<file path="config.mk">
export PLATFORM = sky130hd
export DESIGN_NAME = utf8_to_utf16_bmp_decoder
export DESIGN_NICKNAME = d
export VERILOG_FILES = /design/src/rtl/core/u8u16_pkg.sv /design/src/rtl/core/utf8_to_utf16_bmp_decoder.sv
export SDC_FILE = /design/constraint.sdc
export NUM_CORES = 1
export LEC_CHECK = 0
export BUFFER_PORTS_ARGS = -buffer_cell sky130_fd_sc_hd__buf_2
export CORE_MARGIN = 4
export CORE_UTILIZATION = 45
export DETAILED_ROUTE_END_ITERATION = 12
export PLACE_DENSITY = 0.65
export REMOVE_ABC_BUFFERS = 1
export SYNTH_ARGS = -nofsm -noshare
export SYNTH_HDL_FRONTEND = slang
export SYNTH_SLANG_ARGS = --single-unit
</file>
<file path="constraint.sdc">
create_clock -name aclk -period 2.8 [get_ports aclk]
set_input_delay 0.28 -clock aclk [delete_from_list [all_inputs] [get_ports aclk]]
set_output_delay 0.28 -clock aclk [all_outputs]
set_load 0.01 [all_outputs]
</file>
<file path="src/rtl/core/u8u16_pkg.sv">
// Package: word types and byte-class constants for the UTF-8 to UTF-16 decoder.
package u8u16_pkg;

    localparam int unsigned ByteW  = 8;
    localparam int unsigned UnitW  = 16;
    localparam int unsigned CountW = 16;
    localparam int unsigned PendW  = 2;

    // Lead byte class boundaries and payload masks
    localparam logic [ByteW-1:0] LeadTwoMin   = 8'h80;
    localparam logic [ByteW-1:0] LeadThreeMin = 8'hE0;
    localparam logic [ByteW-1:0] LeadFourMin  = 8'hF0;
    localparam logic [ByteW-1:0] MaskTwo      = 8'h1F;
    localparam logic [ByteW-1:0] MaskThree    = 8'h0F;
    localparam logic [ByteW-1:0] MaskCont     = 8'h3F;
    localparam logic [CountW-1:0] CountMax    = 16'hFFFF;

    // Continuation bytes still expected
    localparam logic [PendW-1:0] PendNone = 2'd0;
    localparam logic [PendW-1:0] PendOne  = 2'd1;
    localparam logic [PendW-1:0] PendTwo  = 2'd2;

    typedef struct packed {
        logic [ByteW-1:0] text_byte;
        logic             final_byte;
    } in_word_t;

    typedef struct packed {
        logic [UnitW-1:0]  code_unit;
        logic [CountW-1:0] unit_count;
        logic              text_end;
    } out_word_t;

endpackage

</file>
<file path="src/rtl/core/utf8_to_utf16_bmp_decoder.sv">
// Top level: byte-serial UTF-8 to UTF-16 (BMP) decoder with a registered result word.
//
//  channel | direction | handshake          | word
//  --------+-----------+--------------------+----------------------------------------
//  s_      | in        | s_valid / s_ready  | text_byte[8], final_byte[1]
//  m_      | out       | m_valid / m_ready  | code_unit[16], unit_count[16], text_end[1]
//
// One byte is taken every cycle while s_ready is high; its result, if any, appears
// in the output register in the next cycle. The decode of a byte is one pass of
// logic from the accumulator registers and the incoming byte into the output register.
// s_ready is high while the output register is empty or being drained this cycle,
// so a stalled result holds the input side whether or not the next byte makes a word.
// Synchronous active-low reset empties the output register and clears the
// accumulator, the pending count and the unit count.
module utf8_to_utf16_bmp_decoder (
    input  logic                  aclk,
    input  logic                  aresetn,
    input  logic                  s_valid,
    output logic                  s_ready,
    input  u8u16_pkg::in_word_t   s_data,
    output logic                  m_valid,
    input  logic                  m_ready,
    output u8u16_pkg::out_word_t  m_data
);

    // Decoder state
    logic [u8u16_pkg::UnitW-1:0]  partial_value_reg, partial_value_next;
    logic [u8u16_pkg::PendW-1:0]  bytes_pending_reg, bytes_pending_next;
    logic [u8u16_pkg::CountW-1:0] emitted_count_reg, emitted_count_next;

    // Output register
    logic                  m_valid_reg, m_valid_next;
    u8u16_pkg::out_word_t  m_data_reg, m_data_next;

    logic                          s_accept;
    logic                          emit;
    logic [u8u16_pkg::UnitW-1:0]   emit_unit;
    logic [u8u16_pkg::UnitW-1:0]   acc_value;
    logic [u8u16_pkg::PendW-1:0]   acc_pending;
    logic [u8u16_pkg::CountW-1:0]  count_inc;
    logic [u8u16_pkg::ByteW-1:0]   in_byte;

    // Accept whenever the output register is free or drains in this cycle
    assign s_ready  = !m_valid_reg || m_ready;
    assign s_accept = s_valid && s_ready;
    assign in_byte  = s_data.text_byte;

    // Classify the byte and update the accumulator
    always_comb begin
        emit        = 1'b0;
        emit_unit   = '0;
        acc_value   = partial_value_reg;
        acc_pending = bytes_pending_reg;

        if (bytes_pending_reg != u8u16_pkg::PendNone) begin
            // Continuation: shift in six more bits, no check of the marker bits
            acc_value   = {partial_value_reg[u8u16_pkg::UnitW-7:0], 6'b0}
                        + {8'b0, in_byte & u8u16_pkg::MaskCont};
            acc_pending = bytes_pending_reg - 2'd1;
        end else if (in_byte < u8u16_pkg::LeadTwoMin) begin
            emit      = 1'b1;
            emit_unit = {8'b0, in_byte};
        end else if (in_byte < u8u16_pkg::LeadThreeMin) begin
            // Also catches stray continuation bytes
            acc_value   = {8'b0, in_byte & u8u16_pkg::MaskTwo};
            acc_pending = u8u16_pkg::PendOne;
        end else if (in_byte < u8u16_pkg::LeadFourMin) begin
            acc_value   = {8'b0, in_byte & u8u16_pkg::MaskThree};
            acc_pending = u8u16_pkg::PendTwo;
        end else begin
            // Four-plus-byte leads are not supported: emit zero
            emit      = 1'b1;
            emit_unit = '0;
        end

        if (!emit) begin
            if (acc_pending == u8u16_pkg::PendNone) begin
                emit      = 1'b1;
                emit_unit = acc_value;
            end else if (s_data.final_byte) begin
                // Text ends mid-sequence: pad each missing byte with six zero bits
                emit = 1'b1;
                case (acc_pending)
                    u8u16_pkg::PendOne: emit_unit = {acc_value[u8u16_pkg::UnitW-7:0], 6'b0};
                    u8u16_pkg::PendTwo: emit_unit = {acc_value[u8u16_pkg::UnitW-13:0], 12'b0};
                    default:            emit_unit = '0;
                endcase
            end
        end
    end

    // Saturating unit count
    assign count_inc = (emitted_count_reg == u8u16_pkg::CountMax)
                     ? emitted_count_reg : emitted_count_reg + 16'd1;

    // Next state and next output word
    always_comb begin
        partial_value_next = partial_value_reg;
        bytes_pending_next = bytes_pending_reg;
        emitted_count_next = emitted_count_reg;
        m_valid_next       = m_valid_reg && !m_ready;
        m_data_next        = m_data_reg;

        if (s_accept) begin
            partial_value_next = acc_value;
            bytes_pending_next = acc_pending;
            if (emit) begin
                m_valid_next           = 1'b1;
                m_data_next.code_unit  = emit_unit;
                m_data_next.unit_count = count_inc;
                m_data_next.text_end   = s_data.final_byte;
                emitted_count_next     = count_inc;
                if (s_data.final_byte) begin
                    // Drop the text's state, ready for the next text
                    partial_value_next = '0;
                    bytes_pending_next = u8u16_pkg::PendNone;
                    emitted_count_next = '0;
                end
            end
        end
    end

    always_ff @(posedge aclk) begin
        if (!aresetn) begin
            partial_value_reg <= '0;
            bytes_pending_reg <= u8u16_pkg::PendNone;
            emitted_count_reg <= '0;
            m_valid_reg       <= 1'b0;
        end else begin
            partial_value_reg <= partial_value_next;
            bytes_pending_reg <= bytes_pending_next;
            emitted_count_reg <= emitted_count_next;
            m_valid_reg       <= m_valid_next;
        end
    end

    // Payload holds no reset
    always_ff @(posedge aclk) begin
        m_data_reg <= m_data_next;
    end

    assign m_valid = m_valid_reg;
    assign m_data  = m_data_reg;

`ifndef SYNTHESIS
    // Pending count never reaches three
    a_pending_range: assert property (@(posedge aclk) disable iff (!aresetn)
        bytes_pending_reg != 2'd3)
        else $error("bytes_pending reached three");

    // A final byte always yields a result marked as the end of text
    a_final_emits: assert property (@(posedge aclk) disable iff (!aresetn)
        s_valid && s_ready && s_data.final_byte |=> m_valid && m_data.text_end)
        else $error("final byte gave no end-of-text word");

    // State is cleared after a final byte
    a_final_clears: assert property (@(posedge aclk) disable iff (!aresetn)
        s_valid && s_ready && s_data.final_byte |=>
            bytes_pending_reg == u8u16_pkg::PendNone && emitted_count_reg == 16'd0)
        else $error("text state not cleared after final byte");

    // Every emitted word counts itself
    a_count_nonzero: assert property (@(posedge aclk) disable iff (!aresetn)
        m_valid |-> m_data.unit_count != 16'd0)
        else $error("result word with zero unit count");
`endif

endmodule

</file>
# [Word level (Yosys, flattened, before mapping)]
# Cells that the tools add are included.
[classes] addsub=3 n_lt_le_gt_ge=3 eq_ne=3 mux=29 reduce_logical=8
[ops] op="$mux W16" count=12
[ops] op="$pmux W16 S2" count=1
[ops] op="$lt A8 B8 Y1 const B" count=3
[ops] op="$add A16 B1 Y16 const B" count=1
[ops] op="$add A16 B6 Y16" count=1
[ops] op="$eq A16 B16 Y1 const B" count=1
[ops] op="$mux W2" count=6
[ops] op="$mux W1" count=9
[ops] op="$mux W8" count=1
[ops] op="$eq A2 B1 Y1 const B" count=1
[ops] op="$eq A2 B2 Y1 const B" count=1
[ops] op="$logic_and A1 B1 Y1" count=2
[ops] op="$logic_not A1 Y1" count=2
[ops] op="$logic_not A2 Y1" count=1
[ops] op="$reduce_and A2 Y1" count=1
[ops] op="$reduce_bool A2 Y1" count=1
[ops] op="$sub A2 B1 Y2 const B" count=1
[ops] op="$logic_or A1 B1 Y1" count=1
[totals] regBits=68 inputBits=13 wordCells=53

# [Logic depth before layout (Yosys ltp)]
[logic_depth] ltp_word=10 mapped_depth=11

# [Worst setup path after synthesis]
# Ideal clock, no wire load.
[synth_timing] kind="reg-to-reg" from="register bytes_pending_reg[0] (netlist bit)" to="register m_data_reg, in the netlist m_data[30] (data pin)" setup_time_ns=0.261 t_arrival_ns=2.117 t_required_ns=2.539 setup_slack_ns=0.422 stages_incl_launch_ff=10 n_path_buf=2 path_cell_list="dfxtp_1 or2_0 buf_2 o41ai_4 inv_1 ha_1 buf_6 inv_1 nor2_1 a221o_1"
[synth_between] elab_chain_len=9 elab_cells_between_ends=15 cone_classes="add/sub (1); eq/ne (2); mux (10); reduce/logical (2)"
[synth_lines] item="start: declaration" line_no="utf8_to_utf16_bmp_decoder.sv:28" rtl="logic [u8u16_pkg::PendW-1:0] bytes_pending_reg, bytes_pending_next;"
[synth_lines] item="start signal: assignment" line_no="utf8_to_utf16_bmp_decoder.sv:126" rtl="bytes_pending_reg <= u8u16_pkg::PendNone;"
[synth_lines] item="start signal: assignment" line_no="utf8_to_utf16_bmp_decoder.sv:131" rtl="bytes_pending_reg <= bytes_pending_next;"
[synth_lines] item="$mux W2" line_no="utf8_to_utf16_bmp_decoder.sv:67" rtl="end else if (in_byte < u8u16_pkg::LeadFourMin) begin"
[synth_lines] item="$mux W2" line_no="utf8_to_utf16_bmp_decoder.sv:63" rtl="end else if (in_byte < u8u16_pkg::LeadThreeMin) begin"
[synth_lines] item="$mux W2" line_no="utf8_to_utf16_bmp_decoder.sv:60" rtl="end else if (in_byte < u8u16_pkg::LeadTwoMin) begin"
[synth_lines] item="$mux W2" line_no="utf8_to_utf16_bmp_decoder.sv:55" rtl="if (bytes_pending_reg != u8u16_pkg::PendNone) begin"
[synth_lines] item="$eq A2 B2 Y1 / $eq A2 B1 Y1 (equally long branches)" line_no="utf8_to_utf16_bmp_decoder.sv:83" rtl="case (acc_pending)"
[synth_lines] item="$pmux W16 S2" line_no="utf8_to_utf16_bmp_decoder.sv:83"
[synth_lines] item="$mux W16" line_no="utf8_to_utf16_bmp_decoder.sv:80" rtl="end else if (s_data.final_byte) begin"
[synth_lines] item="$mux W16" line_no="utf8_to_utf16_bmp_decoder.sv:77" rtl="if (acc_pending == u8u16_pkg::PendNone) begin"
[synth_lines] item="$mux W16 *" line_no="utf8_to_utf16_bmp_decoder.sv:76" rtl="if (!emit) begin"
[synth_lines] item="end signal: assignment" line_no="utf8_to_utf16_bmp_decoder.sv:139" rtl="m_data_reg <= m_data_next;"
[synth_lines] item="end: declaration" line_no="utf8_to_utf16_bmp_decoder.sv:33" rtl="u8u16_pkg::out_word_t m_data_reg, m_data_next;"
# Mark *: on every way between the ends. The rest lies on a longest branch, timed or not.
# A chain may end at the register's enable or synchronous reset.

# [Worst setup path in the final report]
# Same ends and word-level chain as after synthesis.

==> metrics <==
# IOs=48; post-synth cell types=59; max FFs per register=33; CTS Buffer Depth=2; vias in the first global route=2218; commonest non-fill, non-tap cells in the layout=47 x buf_2, 33 x nand2_1, 33 x edfxtp_1, 29 x dfxtp_1, 18 x a21oi_1; post-synthesis cell area=3060 um2; r2r endpoint=m_data[30]; Post-synth EDFFs=33; wire length of the first global-routing pass=11.1 mm; GR Overflow Total=0; routed length per instance=16.5 um; Synth warnings=0; Final Max Tran Viols=0; Mapped Avg Cell Area=10.9 um2; DP HPWL=4.92 mm; Setup Fix Bufs, Post-CTS=0; #FFs+latches synth=62; Mapped Cells=282; DP Area=3360 um2; final setup TNS=0 ns; Worst path max stage delay=0.39 ns; full die area=8180 um2; reg2reg start=bytes_pending_reg[0]; unrepaired setup endpoints after global routing=no; DRC=0; H-tree depth=3; final wirelength=6.86 mm; via total after detailed routing=2410; vias per cell=5.81; clock sink count=62; outcome=completed; sequential cell area=1570 um2; diodes inserted=0; HP Start=s_data[4]; Area growth, synth to finish=15.8%; Fill cells=593; CTS root buf=clkbuf_8; WP data required=2.89 ns; Worst Max-Slew Pin Slew=0.498 ns; First-pass DRT Iterations=4; Register-to-Register Setup Slack=0.19 ns; final setup vio count=0; Setup crit start=bytes_pending_reg[0]; Fin. Hold Viols=0; crit-path most repeated cell=inv_1; final instance area=3540 um2; # Max-Cap Violations=0; ANT nets after route=0; worst vdd ir=0.275 mV; Leakage=1.37 nW; RD Place Congestion=0.925; CP Launch Type=flip-flop; commonest non-fill, non-tap cell in the layout=buf_2; crit share post-route=0.931; Clock Skews=0.00556 ns; initial drt markers=171; CP endpoint kind=flip-flop; post-layout min period=2.61 ns; Die W=90.5 um; multi-input gate area in the final layout=1370 um2; CP cell instances=or2_1 > o41ai_4 > inv_1 > ha_1 > inv_1 > nor2_1 > a221o_1; relative slew slack=0.667; CTS tree=yes; worst skew pair latency=0.34 ns; FP Rows=29; CORE AREA=6460 um2; Fmax=384 MHz; Worst Path Class, Setup=reg2reg; Post-synth top flop=edfxtp_1; CP endpoint=m_data[30]; hold crit path type=in2reg; Min Hold Slack=0.203 ns; CTS buffer count=9; PD cells=565 nW/um2; CP max FO=10; Starting Density=0.474; layout cells sized above 1=0.249; Reg2Reg Depth=7; post-synthesis sequential area ratio=0.513; Die Y-Extent=90.5 um; clk slew on worst S/H paths=0.07 ns; Async S/R FF share, synth=0; number of port buffers=47; All-Layer GR Usage=0.172; number of antenna violations at the first check in global routing=0; final non-filler cell total=415; nets@finish=351; largest net degree at the start of global routing=19; Slowest cell on crit path=dfxtp_1; Critical Path AT=2.70 ns; placed cell count=399
## report_power, final
group / internal (W) / switching (W) / leakage, nW
clock network: 0.000402 / 0.000354 / 0.0863
registers: 0.00100 / 0.0000225 / 0.557
logic: 0.0000826 / 0.000136 / 0.730
total: 0.00149 / 0.000512 / 1.37
## routing by layer
metal,wire [um],GRT usage
met1,3360,0.245
met2,2930,0.237
met3,429,0.0442
met4,139,0.0880
met5,0,0
## cell usage after synthesis, types with 2 or more instances
cell,number,area [um2]
edfxtp_1,33,991
nand2_1,33,124
dfxtp_1,29,581
a21oi_1,18,90.1
nor2_1,17,63.8
a22o_1,14,123
inv_1,9,33.8
nand3_1,9,45.0
nand4_1,9,56.3
xnor2_1,8,70.1
a22oi_1,6,45.0
and3_1,6,37.5
buf_6,5,56.3
ha_1,5,62.6
nand2b_1,5,31.3
nor2b_1,5,31.3
o21a_1,5,37.5
o21ai_0,5,25.0
a31oi_1,4,25.0
buf_2,4,20.0
nor2_2,4,25.0
nor3_1,3,15.0
nor4_1,3,18.8
a21o_1,2,15.0
a221o_1,2,20.0
a311oi_1,2,17.5
and4_4,2,22.5
o21ai_1,2,10.0
o22ai_1,2,12.5
xor2_1,2,17.5
## final cells by class
type,count,area share
Clock inverter,7,0.0184
Clock buffer,9,0.0349
Multi-Input combinational cell,201,0.387
Sequential cell,62,0.443
Tap cell,77,0.0272
Inverter,10,0.0120
Timing Repair Buffer,49,0.0777
## critical path, delay by kind of cell, from the launching register on
family	cells	cell delay, ns
adder cells (fa/ha/maj)	1	0.32
AND/OR/NAND/NOR	2	0.53
AO/OA/AOI/OAI	2	0.74
flip-flops	1	0.39
buffers and inverters	2	0.37
## metrics by stage
step	setup slack, ns	power (W)	util
finish	0.193	0.00200	0.549
detailed placement	0.157	0.00126	0.520
CTS	0.134	0.00202	0.549
global route	0.000165	0.00209	0.549
global placement	0.258	0.00126	0.520
floorplan	0.428	0.00117	-
## timing repair
action / CTS / global route
hold buffers: 0 / 0
setup endpoints to repair: 0 / 6
hold endpoints to repair: 0 / 0
gates resized for setup: 0 / 1
## logic make-up after synthesis
kind of cell / synth area share
buffers and inverters: 0.0388
multiplexers: 0.00327
flip-flops: 0.513
AO/OA/AOI/OAI: 0.208
AND/OR/NAND/NOR: 0.188
adder cells (fa/ha/maj): 0.0204
XOR/XNOR: 0.0286
## how the worst min path moves through the flow
stage / slack [ns] / depth (start not counted) / end
6_report: 0.20 / 2 / partial_value_reg[3]
5_1_grt: 0.19 / 2 / partial_value_reg[0]
4_1_cts: 0.19 / 2 / partial_value_reg[0]
3_5_place_dp: 0.46 / 1 / partial_value_reg[6]
3_3_place_gp: 0.45 / 1 / partial_value_reg[7]
2_1_floorplan: 0.38 / 0 / m_data[0]
Power figures use the tool's default switching activity.
